### src/hdl/dfr_pkg.sv
// ----------------------------------------------------------------------------
// dfr_pkg
// Shared types, constants and operation codes of the duplicate frame
// rejection table.
// ----------------------------------------------------------------------------
package dfr_pkg;

  localparam int TABLE_ENTRIES = 16;
  localparam int IDX_W         = (TABLE_ENTRIES > 1) ? $clog2(TABLE_ENTRIES) : 1;

  localparam int FUNC_W   = 2;
  localparam int ADDR_W   = 16;
  localparam int CTR_W    = 8;
  localparam int EXPIRY_W = 8;

  localparam logic [EXPIRY_W-1:0] EXPIRY_RESET = 8'd3;

  typedef enum logic [FUNC_W-1:0] {
    FUNC_CHECK = 2'd0,
    FUNC_ADD   = 2'd1,
    FUNC_TICK  = 2'd2,
    FUNC_NONE  = 2'd3
  } func_t;

  typedef struct packed {
    logic                valid;
    logic [ADDR_W-1:0]   addr;
    logic [CTR_W-1:0]    ctr;
    logic [EXPIRY_W-1:0] expiry;
  } entry_t;

  // running outcome of one walk around the ring
  typedef struct packed {
    logic hit;
    logic placed;
  } walk_flags_t;

endpackage

### src/hdl/dfr_if.sv
// ----------------------------------------------------------------------------
// dfr_in_if / dfr_out_if
// Valid/ready channels carrying table operations and their results.
// ----------------------------------------------------------------------------
interface dfr_in_if;
  logic        valid;
  logic        ready;
  logic [1:0]  func;
  logic [15:0] short_addr;
  logic [7:0]  frame_counter;

  modport source (output valid, func, short_addr, frame_counter, input ready);
  modport sink   (input valid, func, short_addr, frame_counter, output ready);
endinterface

interface dfr_out_if;
  logic valid;
  logic ready;
  logic is_duplicate;
  logic table_full;

  modport source (output valid, is_duplicate, table_full, input ready);
  modport sink   (input valid, is_duplicate, table_full, output ready);
endinterface

### src/hdl/dfr_cell.sv
// ----------------------------------------------------------------------------
// dfr_cell
// One table slot; passes its entry to the next cell on every shift.
// ----------------------------------------------------------------------------
module dfr_cell (
  input  logic            clk,
  input  logic            rst,
  input  logic            shift,
  input  dfr_pkg::entry_t entry_in,
  output dfr_pkg::entry_t entry
);
  import dfr_pkg::*;

  always_ff @(posedge clk) begin
    if (rst) begin
      entry.valid <= 1'b0;
    end else if (shift) begin
      entry.valid <= entry_in.valid;
    end
    if (shift) begin
      entry.addr   <= entry_in.addr;
      entry.ctr    <= entry_in.ctr;
      entry.expiry <= entry_in.expiry;
    end
  end

endmodule

### src/hdl/dfr_head.sv
// ----------------------------------------------------------------------------
// dfr_head
// Operation logic at the ring's loop-back point: applies check, add or tick
// to the entry passing from the last cell to the first.
// ----------------------------------------------------------------------------
module dfr_head (
  input  dfr_pkg::func_t              func,
  input  logic [dfr_pkg::ADDR_W-1:0]  short_addr,
  input  logic [dfr_pkg::CTR_W-1:0]   frame_counter,
  input  logic [dfr_pkg::EXPIRY_W-1:0] expiry_ticks,
  input  dfr_pkg::walk_flags_t        flags,
  input  dfr_pkg::entry_t             entry_in,
  output dfr_pkg::walk_flags_t        flags_next,
  output dfr_pkg::entry_t             entry_out
);
  import dfr_pkg::*;

  logic match;

  assign match = entry_in.valid && (entry_in.addr == short_addr) &&
                 (entry_in.ctr == frame_counter);

  always_comb begin
    entry_out  = entry_in;
    flags_next = flags;
    case (func)
      FUNC_CHECK: begin
        flags_next.hit = flags.hit | match;
      end
      FUNC_ADD: begin
        if (!flags.placed && !entry_in.valid) begin
          entry_out.valid  = 1'b1;
          entry_out.addr   = short_addr;
          entry_out.ctr    = frame_counter;
          entry_out.expiry = expiry_ticks;
          flags_next.placed = 1'b1;
        end
      end
      FUNC_TICK: begin
        if (entry_in.valid) begin
          if (entry_in.expiry == '0) begin
            entry_out.valid = 1'b0;
          end else begin
            entry_out.expiry = entry_in.expiry - 1'b1;
          end
        end
      end
      default: begin
      end
    endcase
  end

endmodule

### src/hdl/duplicate_frame_reject_table_unit.sv
// ----------------------------------------------------------------------------
// duplicate_frame_reject_table_unit
// An item is taken in S_IDLE and rotates the ring of slot cells once in S_WALK,
// one slot through the head logic per cycle; S_DONE then waits for a free
// output register and registers the result. No new item is taken until then,
// but a new item is taken while the previous result still waits in the output
// register. Reset empties the table and sets expiry_ticks to 3.
// ----------------------------------------------------------------------------
module duplicate_frame_reject_table_unit (
  input  logic       clk,
  input  logic       rst,
  input  logic       cfg_wr_en,
  input  logic [7:0] cfg_wr_data,
  dfr_in_if.sink     in_ch,
  dfr_out_if.source  out_ch
);
  import dfr_pkg::*;

  typedef enum logic [1:0] {
    S_IDLE,
    S_WALK,
    S_DONE
  } state_t;

  state_t                state;
  logic [IDX_W-1:0]      cnt;
  func_t                 op_func;
  logic [ADDR_W-1:0]     op_addr;
  logic [CTR_W-1:0]      op_ctr;
  logic [EXPIRY_W-1:0]   expiry_ticks;
  walk_flags_t           flags;
  walk_flags_t           flags_next;
  logic                  shift;
  logic                  last_step;
  logic                  out_free;

  entry_t cell_q [TABLE_ENTRIES];
  entry_t head_out;

  assign shift     = (state == S_WALK);
  assign last_step = (cnt == IDX_W'(TABLE_ENTRIES - 1));
  assign out_free  = !out_ch.valid || out_ch.ready;
  assign in_ch.ready = (state == S_IDLE);

  always_ff @(posedge clk) begin
    if (rst) begin
      expiry_ticks <= EXPIRY_RESET;
    end else if (cfg_wr_en) begin
      expiry_ticks <= cfg_wr_data;
    end
  end

  dfr_head u_head (
    .func          (op_func),
    .short_addr    (op_addr),
    .frame_counter (op_ctr),
    .expiry_ticks  (expiry_ticks),
    .flags         (flags),
    .entry_in      (cell_q[TABLE_ENTRIES-1]),
    .flags_next    (flags_next),
    .entry_out     (head_out)
  );

  for (genvar i = 0; i < TABLE_ENTRIES; i++) begin : g_cell
    if (i == 0) begin : g_first
      dfr_cell u_cell (
        .clk      (clk),
        .rst      (rst),
        .shift    (shift),
        .entry_in (head_out),
        .entry    (cell_q[i])
      );
    end else begin : g_rest
      dfr_cell u_cell (
        .clk      (clk),
        .rst      (rst),
        .shift    (shift),
        .entry_in (cell_q[i-1]),
        .entry    (cell_q[i])
      );
    end
  end

  always_ff @(posedge clk) begin
    if (rst) begin
      state        <= S_IDLE;
      cnt          <= '0;
      out_ch.valid <= 1'b0;
    end else begin
      if (out_ch.valid && out_ch.ready && (state != S_DONE)) begin
        out_ch.valid <= 1'b0;
      end
      case (state)
        S_IDLE: begin
          if (in_ch.valid) begin
            op_func <= func_t'(in_ch.func);
            op_addr <= in_ch.short_addr;
            op_ctr  <= in_ch.frame_counter;
            flags   <= '0;
            cnt     <= '0;
            state   <= S_WALK;
          end
        end
        S_WALK: begin
          flags <= flags_next;
          cnt   <= cnt + 1'b1;
          if (last_step) begin
            state <= S_DONE;
          end
        end
        S_DONE: begin
          if (out_free) begin
            out_ch.valid        <= 1'b1;
            out_ch.is_duplicate <= (op_func == FUNC_CHECK) && flags.hit;
            out_ch.table_full   <= (op_func == FUNC_ADD) && !flags.placed;
            state               <= S_IDLE;
          end
        end
        default: begin
          state <= S_IDLE;
        end
      endcase
    end
  end

endmodule

### src/flat_wrapper.sv
// flat-port wrapper written by rule: the top's interface ports become plain ports
module duplicate_frame_reject_table_unit_flat import dfr_pkg::*;
  (clk, rst, cfg_wr_en, cfg_wr_data, in_ch_valid, in_ch_func, in_ch_short_addr, in_ch_frame_counter, in_ch_ready, out_ch_valid, out_ch_is_duplicate, out_ch_table_full, out_ch_ready);
  dfr_in_if in_ch_i ();
  dfr_out_if out_ch_i ();
  input  logic clk;
  input  logic rst;
  input  logic cfg_wr_en;
  input  logic [7:0] cfg_wr_data;
  input wire logic [$bits(in_ch_i.valid)-1:0] in_ch_valid;
  input wire logic [$bits(in_ch_i.func)-1:0] in_ch_func;
  input wire logic [$bits(in_ch_i.short_addr)-1:0] in_ch_short_addr;
  input wire logic [$bits(in_ch_i.frame_counter)-1:0] in_ch_frame_counter;
  output wire logic [$bits(in_ch_i.ready)-1:0] in_ch_ready;
  output wire logic [$bits(out_ch_i.valid)-1:0] out_ch_valid;
  output wire logic [$bits(out_ch_i.is_duplicate)-1:0] out_ch_is_duplicate;
  output wire logic [$bits(out_ch_i.table_full)-1:0] out_ch_table_full;
  input wire logic [$bits(out_ch_i.ready)-1:0] out_ch_ready;
  assign in_ch_i.valid = in_ch_valid;
  assign in_ch_i.func = in_ch_func;
  assign in_ch_i.short_addr = in_ch_short_addr;
  assign in_ch_i.frame_counter = in_ch_frame_counter;
  assign in_ch_ready = in_ch_i.ready;
  assign out_ch_valid = out_ch_i.valid;
  assign out_ch_is_duplicate = out_ch_i.is_duplicate;
  assign out_ch_table_full = out_ch_i.table_full;
  assign out_ch_i.ready = out_ch_ready;
  duplicate_frame_reject_table_unit u_core (.clk(clk), .rst(rst), .cfg_wr_en(cfg_wr_en), .cfg_wr_data(cfg_wr_data), .in_ch(in_ch_i), .out_ch(out_ch_i));
endmodule
### config.mk
export PLATFORM = sky130hd
export DESIGN_NAME = duplicate_frame_reject_table_unit_flat
export DESIGN_NICKNAME = d
export VERILOG_FILES = /design/src/hdl/dfr_pkg.sv /design/src/hdl/dfr_if.sv /design/src/hdl/dfr_cell.sv /design/src/hdl/dfr_head.sv /design/src/hdl/duplicate_frame_reject_table_unit.sv /design/src/flat_wrapper.sv
export SDC_FILE = /design/constraint.sdc
export NUM_CORES = 1
export LEC_CHECK = 0
export BUFFER_PORTS_ARGS = -buffer_cell sky130_fd_sc_hd__buf_2
export CORE_ASPECT_RATIO = 1.75
export CORE_UTILIZATION = 45
export CTS_CLUSTER_SIZE = 40
export DETAILED_ROUTE_END_ITERATION = 7
export PLACE_DENSITY_LB_ADDON = 0.25
export RECOVER_POWER = 50
export REMOVE_ABC_BUFFERS = 1
export SETUP_SLACK_MARGIN = 0.15
export SLEW_MARGIN = 20
export SYNTH_ARGS = -nofsm -noshare
export SYNTH_HDL_FRONTEND = slang
export SYNTH_HIERARCHICAL = 1
export SYNTH_SLANG_ARGS = --single-unit
export TNS_END_PERCENT = 30
### constraint.sdc
create_clock -name clk -period 6.45 [get_ports clk]
set_clock_uncertainty 0.2 [all_clocks]
set_input_delay 0.9675 -clock clk [delete_from_list [all_inputs] [get_ports clk]]
set_output_delay 0.9675 -clock clk [all_outputs]
set_load 0.005 [all_outputs]
======== Word-level counts from Yosys, hierarchy flattened ========
Cells that the tools add are included.
word-level totals
  bits in registers ....................... 573
  input bits .............................. 39
cells by class
  add/subtract/negate cells ............... 2
  equal/unequal tests ..................... 14
  mux-type cells .......................... 22
  bitwise operators ....................... 2
  reduce and logical (&&, ||, !) cells .... 21
operator list
  kind                                              number
  2-to-1 mux 33 bit                                 1
  2-to-1 mux 24 bit                                 1
  == test 16 bit                                    1
  2-to-1 mux 8 bit                                  2
  case mux 8 bit (2 select lines)                   1
  != test 2 x 1 -> 1 bit, second input constant     5
  AND reduction 3 bit                               3
  == test 8 bit                                     1
  zero test 8 bit                                   1
  2-to-1 mux 1 bit                                  8
  2-to-1 mux 2 bit                                  4
  case mux 4 bit (2 select lines)                   1
  subtractor 8 x 1 -> 8 bit, second input constant  1
  logical AND 1 bit                                 7
  case mux 2 bit (3 select lines)                   1
  AND reduction 5 bit                               1
  adder 4 x 1 -> 4 bit, second input constant       1
  == test 2 x 1 -> 1 bit, second input constant     2
  == test 2 bit, second input constant              2
  == test 4 bit, second input constant              1
  zero test 2 bit                                   2
  2-to-1 mux 4 bit                                  1
  != test 2 bit, second input constant              2
  case mux 2 bit (2 select lines)                   1
  8 further kinds                                   10

======== Logic depth before layout (Yosys ltp) ========
Gate-level depths: netlist of run 1.
  depth after elaboration ................. 6
  gate-level depth with buffers ........... 7
  gate-level depth less buffers ........... 7

======== Hierarchy ========
The synthesis of run 1 kept the hierarchy.
modules (own cells, without submodules)
  module                             instances  cells an instance  area each (um^2)  seq. area each (um^2)
  dfr_cell                           16         35                 994.7             980.9
  duplicate_frame_reject_table_unit  1          96                 1534.0            1201.2
  dfr_head                           1          128                1003.5            0.0

======== Worst setup path before layout of run 1 ========
No wires, ideal clock.
  path type ............................... reg-to-reg
  start point ............................. register u_core.state[0]
  end point ............................... register u_core.cnt[3]
  library setup time ...................... 0.074 ns
  data arrival time ....................... 4.696 ns
  path slack .............................. 1.480 ns
  cell stages (with the launch flop) ...... 5
  path buffers ............................ 1
  clock period less this slack ............ 4.970 ns
  cell sequence ........................... dfxtp_1 and2b_1 buf_4 or3b_1 a31oi_1
on the way
  cells in the longest elaborated chain, start to end .. 3
  elaborated cells between the ends (all ways) .. 6
  those cells by class .................... eq/ne: 2; mux: 1; reduce/logical: 3
ends and longest elaborated chain
  item                           RTL line                                  source
  start, declared                duplicate_frame_reject_table_unit.sv:25   state_t state;
  start signal, assigned         duplicate_frame_reject_table_unit.sv:86   state <= S_IDLE;
  start signal, assigned         duplicate_frame_reject_table_unit.sv:101  state <= S_WALK;
  start signal, assigned         duplicate_frame_reject_table_unit.sv:108  state <= S_DONE;
  == test 2 x 1 -> 1 bit (*)     --
  via u_core.shift               duplicate_frame_reject_table_unit.sv:33   logic shift;
  nonzero test 2 bit (no line)   --
  AND reduction 2 bit (no line)  --
  end signal, assigned           duplicate_frame_reject_table_unit.sv:106  cnt <= cnt + 1'b1;
  end, declared                  duplicate_frame_reject_table_unit.sv:26   logic [IDX_W-1:0] cnt;
The timed path passes the listed nets; every way through them passes the cells marked *.
A chain may end at the register's enable or synchronous reset.

======== Final worst setup path of run 1 ========
  start point ............................. input port rst
  end point ............................... register u_core.op_ctr[0] (enable)
on the way
  cells in the longest elaborated chain, start to end .. 2
ends and longest elaborated chain
  item                           RTL line                                 source
  start, declared                flat_wrapper.sv:7                        input logic rst;
  inverter 1 bit (no line)       --
  AND reduction 3 bit (no line)  --
  end signal, assigned           duplicate_frame_reject_table_unit.sv:98  op_ctr <= in_ch.frame_counter;
  end, declared                  duplicate_frame_reject_table_unit.sv:29  logic [CTR_W-1:0] op_ctr;
No other way between the ends.

==> impl_metrics.yaml, run 1 <==
layout:
  post-route-util_pct: 52.2
  fin_nets: 920
  syn_to_final_growth_pct: 13.6
  final_cell_area_um2: 21000
  layout-drive-gt1-share_pct: 15.3
  layout.cells.non_filler: 1458
  antennaDiodeCount: 0
clock_tree:
  insertion_delay_ps: 580
  cts_tree: "built"
  cts.htree.levels: 2
  root_buffer: "clkbuf_16"
  cts.sinks: 573
  hold_buffers: 0
  cts.path.max_buffers: 3
  cts_resized: 0
  cts-buffers-inserted: 50
  path_clk_slew_ps: 70
  postCtsSetupBuffers: 0
yosys:
  synth_enable_flop_cells: 542
  ys_seq_elements: 573
  ys_seq_area_share_pct: 91.6
  yosysWarnings: 6
  synthDistinctLibCells: 46
  synth_cells: 784
  synth_area_per_cell_um2: 23.5
  synth.top_cell.area_share_pct: 88.2
  synth_area_um2: 18500
  synth_area_leaders: "edfxtp_1 (88%), dfxtp_1 (3.4%), mux2_2 (1.5%)"
  ys_async_sr_fraction_pct: 0
  synthTopCellsByCount: "edfxtp_1 (542), dfxtp_1 (31), nor2_1 (31), mux2i_1 (25), mux2_2 (24)"
  synth.most_common_cell: "edfxtp_1"
  synthFlopType: "edfxtp_1"
  netlist.top_cell.by_area: "edfxtp_1"
setup_path:
  critPathKind: "in -> reg"
  r2r_cells: 2
  worstReg2RegEnd: "u_core/op_ctr[0]$_DFFE_PP_"
  path_max_fanout: 34
  cp_data_required_time_ps: 6410
  rrSetupSlack_ps: 3860
  critPathCapture: "u_core/op_ctr[0]$_DFFE_PP_"
  cp_data_arrival_time_ps: 3340
  startpoint_type: "primary input"
  worstReg2RegStart: "u_core/state[0]$_SDFFE_PP0P_"
  crit_start: "rst"
  worstSetupEndpointType: "flip-flop"
floorplan:
  die_w_um: 155
  dieArea_um2: 41900
  rows: 97
  initial_utilization_pct: 45.9
  dieHeight_um: 270
  core-area_um2: 40200
  ioPinCount: 43
timing:
  tightest_slew_ps: 1670
  finalMaxSlewViolations: 62
  finalCritPeriodShare_pct: 52.4
  max_freq_mhz: 296
  final.min_clock_period_ps: 3380
  final_hold_viol_count: 0
  finalSetupViolCount: 0
  rsz0062_at_grt: "false"
  slew_headroom_pct: -11.1
  finalSetupTns_ps: 0
global_route:
  antenna_found_initial: 1
  grt_pass1_wl_mm: 41.0
  grt_pass1_vias: 7111
  grt_overflow_total: 0
  grtUsageTotal_pct: 12.8
  grt_max_degree: 202
route:
  drc: 0
  routed_wl_mm: 25.9
  drt_pass1_iterations: 4
  routed-via-count: 7055
  drtAntennaViolNets: 0
  avgViaCountPerCell: 4.84
  drt_iter0_drc: 712
  wl_per_cell_um: 17.8
power_and_ir_drop:
  power.density_nw_per_um2: 357
  leakagePower_nw: 6.93
  vdd_drop_max_uv: 192
  power.total_mw: 7.48
flow_run:
  drv_cap: 2
placement:
  globalplace.congestion: 0.732
  placed_cell_area_um2: 19400
  dp_cells: 1367
  dpl.hpwl_mm: 12.9
  io_buffers: 42
status:
  status: "finished with violations"
  violations: "capacitance limit, slew limit"
min_path:
  hold_class: "reg -> reg"
-- area by class of cell --
type / count / area [µm²]
sequential: 573 / 16900
inverter: 8 / 30.0
clock buffer: 57 / 1310
clock inverter: 34 / 289
tap: 544 / 681
timing repair buffer: 48 / 268
fill: 3098 / 19200
multi-input combinational: 194 / 1490
-- worst min path at each step --
stage	startpoint	end	slack, ps	cells past startpoint
after floorplan	u_core/g_cell[9].g_rest.u_cell/entry[0]$_DFFE_PP_	u_core/g_cell[10].g_rest.u_cell/entry[0]$_DFFE_PP_	200	0
after global routing	u_core/g_cell[7].g_rest.u_cell/entry[0]$_DFFE_PP_	u_core/g_cell[8].g_rest.u_cell/entry[0]$_DFFE_PP_	220	0
after global placement	u_core/g_cell[2].g_rest.u_cell/entry[20]$_DFFE_PP_	u_core/g_cell[3].g_rest.u_cell/entry[20]$_DFFE_PP_	200	0
after CTS	u_core/g_cell[6].g_rest.u_cell/entry[27]$_DFFE_PP_	u_core/g_cell[7].g_rest.u_cell/entry[27]$_DFFE_PP_	210	0
after detailed placement	u_core/g_cell[12].g_rest.u_cell/entry[23]$_DFFE_PP_	u_core/g_cell[13].g_rest.u_cell/entry[23]$_DFFE_PP_	200	0
final	u_core/g_cell[6].g_rest.u_cell/entry[27]$_DFFE_PP_	u_core/g_cell[7].g_rest.u_cell/entry[27]$_DFFE_PP_	210	0
-- kinds of logic (layout without fill, tap and decap cells) --
| group | count (synthesis) | after routing | share of synthesized area [%] |
|---|---|---|---|
| adder cells (fa/ha/maj) | 6 | 6 | 0.407 |
| buffers and inverters | 17 | 147 | 0.366 |
| flip-flops | 573 | 573 | 91.6 |
| XOR/XNOR | 26 | 26 | 1.23 |
| AND/OR/NAND/NOR | 76 | 76 | 2.20 |
| multiplexers | 49 | 49 | 2.82 |
| AO/OA/AOI/OAI | 37 | 37 | 1.41 |
-- worst max-delay path: stages --
cell	delay, ps
clkbuf_1	590
nor4b_1	510
clkbuf_1	1240
-- registers in the layout, indices dropped and copies added (netlist names) --
signal and flops:
u_core/g_cell.g_rest.u_cell/entry 495, u_core/cnt 4, u_core/expiry_ticks 8, u_core/out_ch.is_duplicate 1
u_core/op_ctr 8, u_core/op_func 2, u_core/flags 2, u_core/state 2
u_core/out_ch.table_full 1, u_core/g_cell.g_first.u_cell/entry 33, u_core/op_addr 16, u_core/out_ch.valid 1
-- layout by cell type, fill, tap and decap left out, types with 2 or more instances in the layout --
cell        netlist  final
clkbuf_1          8     16
clkbuf_16         0     51
inv_1             8      8
a21oi_1           3      3
dfxtp_1          31     31
o21ai_1           4      4
or3b_1            2      2
mux2i_1          25     25
a22oi_1           7      7
bufinv_16         0      4
buf_12            0      2
edfxtp_1        542    542
nor2b_1           2      2
clkinv_1          0     13
nor3b_1           4      3
nand3_1           3      3
buf_4             1      2
a31oi_1           6      6
nand2b_1          2      2
buf_2             0     32
inv_6             0      3
nor4_1            4      4
and3_1            3      3
nor2_1           31     31
o21ai_0           5      5
ha_1              6      6
and2_1            3      2
nand3b_1          2      2
nand4_1           3      3
a211o_1           2      2
clkinvlp_4        0      2
xnor2_1          15     15
nand2_1           7      7
nor3_1            3      3
mux2_2           24     24
xor2_1           11     11
clkinv_2          0     10
-- routing by layer --
| layer | global-route usage (%) | wire length, µm | up-vias |
|---|---|---|---|
| met2 | 18.2 | 11700 | 139 |
| met4 | 5.81 | 772 | 2 |
| met3 | 2.42 | 952 | 53 |
| li1 | - | - | 3265 |
| met5 | 0 | 13 | - |
| met1 | 19.4 | 12500 | 3596 |
-- power by group --
group	leakage, nW	internal (mW)	switching [mW]	total (mW)
Clock	0.785	1.63	1.31	2.93
Sequential	5.41	4.31	0.0695	4.38
Combinational	0.742	0.0440	0.120	0.164
Total	6.93	5.98	1.50	7.48
-- through the flow --
step / setup slack [ps] / hold WS [ps]
final: 3070 / 205
after global routing: 2800 / 219
after CTS: 3850 / 213
after detailed placement: 3810 / 205
after global placement: 3860 / 201
after floorplan: -6930 / 200
Power figures use the tool's default switching activity.
==> inputs of run 2 (changes only) <==
==> constraint.sdc (replaced) <==
create_clock -name clk -period 3.3 [get_ports clk]
set_clock_uncertainty 0.2 [all_clocks]
set_input_delay 0.495 -clock clk [delete_from_list [all_inputs] [get_ports clk]]
set_output_delay 0.495 -clock clk [all_outputs]
set_load 0.005 [all_outputs]
==> impl_metrics.yaml, run 2 (synthesis results as in run 1) <==
floorplan:
  core-area_um2: 40200
  rows: 97
  die_w_um: 155
  initial_utilization_pct: 45.9
  dieHeight_um: 270
  dieArea_um2: 41900
  ioPinCount: 43
placement:
  dpl.hpwl_mm: 13.8
  dp_slack_ps: 887
  placed_cell_area_um2: 19500
  io_buffers: 42
  globalplace.congestion: 0.728
layout:
  final_cell_area_um2: 21400
  layout_common_cells: "edfxtp_1 (542), clkbuf_16 (50), dlygate4sd3_1 (33)"
  regMostFlops: "u_core/g_cell.g_rest.u_cell/entry"
  final_common_cell: "edfxtp_1"
  layout-drive-gt1-share_pct: 14.7
  syn_to_final_growth_pct: 15.9
  antennaDiodeCount: 0
  fin_nets: 962
  top_regs: "u_core/g_cell.g_rest.u_cell/entry x495, u_core/g_cell.g_first.u_cell/entry x33, u_core/op_addr x16"
  largest_reg_flops: 495
global_route:
  grt_max_degree: 103
  grt_pass1_wl_mm: 41.2
  grt_pass1_vias: 7254
  antenna_found_initial: 1
  grtUsageTotal_pct: 12.8
  grt_overflow_total: 0
timing:
  slew_headroom_pct: 28.3
  max_freq_mhz: 408
  finalSetupViolCount: 0
  finalSetupTns_ps: 0
  finalCritPeriodShare_pct: 74.4
  finalWorstSetupSlack_ps: 846
  rsz0062_at_grt: "false"
  tightest_slew_ps: 1080
  final.min_clock_period_ps: 2450
  finalMaxSlewViolations: 0
  final_hold_viol_count: 0
clock_tree:
  path_clk_slew_ps: 70
  cts-buffers-inserted: 48
  postCtsSetupBuffers: 0
  insertion_delay_ps: 550
  cts.sinks: 573
  cts.htree.levels: 2
  root_buffer: "clkbuf_16"
  cts.path.max_buffers: 3
  cts_tree: "built"
  cts_resized: 0
power_and_ir_drop:
  pwr-share-clk_pct: 39.0
  swShare_pct: 19.3
  power.density_nw_per_um2: 683
  p_seq_share_pct: 58.5
  intPower_mw: 11.8
  p_sw_mw: 2.83
  vdd_drop_max_uv: 391
  power_frac_comb_pct: 2.5
  leakagePower_nw: 7.11
setup_path:
  worstSetupEndpointType: "flip-flop"
  cp_data_arrival_time_ps: 2550
  path_delay_family: "compound AO/OA/AOI/OAI gates"
  cp_cell_sequence: "or4_4 > o41ai_2 > a21oi_1 > a221o_1"
  r2r_cells: 4
  critical_path_buf_inv_count: 0
  cp_data_required_time_ps: 3400
  path_max_fanout: 8
  worst_path_max_delay_cell: "or4_4"
  path_depth: 4
  cp_slowest_stage_delay_ps: 580
  startpoint_type: "flip-flop"
  critPathKind: "reg -> reg"
min_path:
  holdPathStages: 3
  hold_class: "in -> reg"
route:
  routed-via-count: 7239
  drt_pass1_iterations: 5
  drc: 0
  wl_per_cell_um: 17.3
  routed_wl_mm: 25.9
  avgViaCountPerCell: 4.82
  drtAntennaViolNets: 0
  drt_iter0_drc: 540
flow_run:
  drv_cap: 0
status:
  status: "completed"
-- run 2: cell count changes in the layout (fill, tap and decap cells not counted), moves of 4 or more --
cell,previous run,this run
dlygate4sd3_1,0,33
clkbuf_1,16,31
buf_4,2,9
clkinv_1,13,8
buf_2,32,28
-- run 2: area by class of cell --
cell class	count	area, µm²
well taps	544	681
clock inverters	23	244
multi-input cells	194	1500
fillers	3063	18800
inverters	8	30.0
clock buffers	67	1350
repair buffers	92	702
flip-flops and latches	573	16900
-- run 2: metal layers --
layer / GRT usage, % / up-vias / wire length [µm]
met4: 4.92 / 2 / 714
met1: 19.8 / 3695 / 12600
met3: 2.23 / 52 / 949
met2: 18.2 / 123 / 11600
li1: - / 3367 / -
met5: 0 / - / 10
-- run 2: what timing repair did --
item | 4_1_cts | 5_1_grt
endpoints found under the hold margin | 33 | 0
hold buffers | 33 | 0
setup endpoints to repair | 0 | 0
-- run 2: final timing paths --
path              slack, ps                                               start                                                  to
setup / recovery        850  u_core/g_cell[15].g_rest.u_cell/entry[2]$_DFFE_PP_  u_core/g_cell[0].g_first.u_cell/entry[3]$_DFFE_PP_
hold / removal           30                                      cfg_wr_data[4]                 u_core/expiry_ticks[4]$_SDFFE_PP0P_
setup reg to reg        850  u_core/g_cell[15].g_rest.u_cell/entry[2]$_DFFE_PP_  u_core/g_cell[0].g_first.u_cell/entry[3]$_DFFE_PP_
hold reg to reg         210  u_core/g_cell[7].g_rest.u_cell/entry[23]$_DFFE_PP_  u_core/g_cell[8].g_rest.u_cell/entry[23]$_DFFE_PP_
-- run 2: per-stage QoR --
step / std cells / utilization (%) / power, mW / hold WS, ps
2_1_floorplan: 775 / - / 9.07 / 200
3_3_place_gp: 1378 / 48.6 / 9.04 / 202
3_5_place_dp: 1378 / 48.6 / 9.05 / 205
4_1_cts: 1501 / 53.3 / 14.8 / 3.64
5_1_grt: 1501 / 53.3 / 15.1 / 18.1
6_report: 1501 / 53.3 / 14.6 / 28.3
-- run 2: worst register-to-register path: cells and delay by family, from the launching register on --
kind	cells	cell delay [ps]
compound gates	3	920
simple gates	1	590
flops	1	500
-- run 2: power by group through the flow --
| stage | clock, mW | combinational, mW | sequential [mW] |
|---|---|---|---|
| 6_report | 5.70 | 0.372 | 8.55 |
| 3_3_place_gp | 0 | 0.343 | 8.69 |
| 4_1_cts | 5.90 | 0.384 | 8.56 |
| 3_5_place_dp | 0 | 0.357 | 8.70 |
| 5_1_grt | 6.14 | 0.410 | 8.59 |
| 2_1_floorplan | 0 | 0.232 | 8.84 |
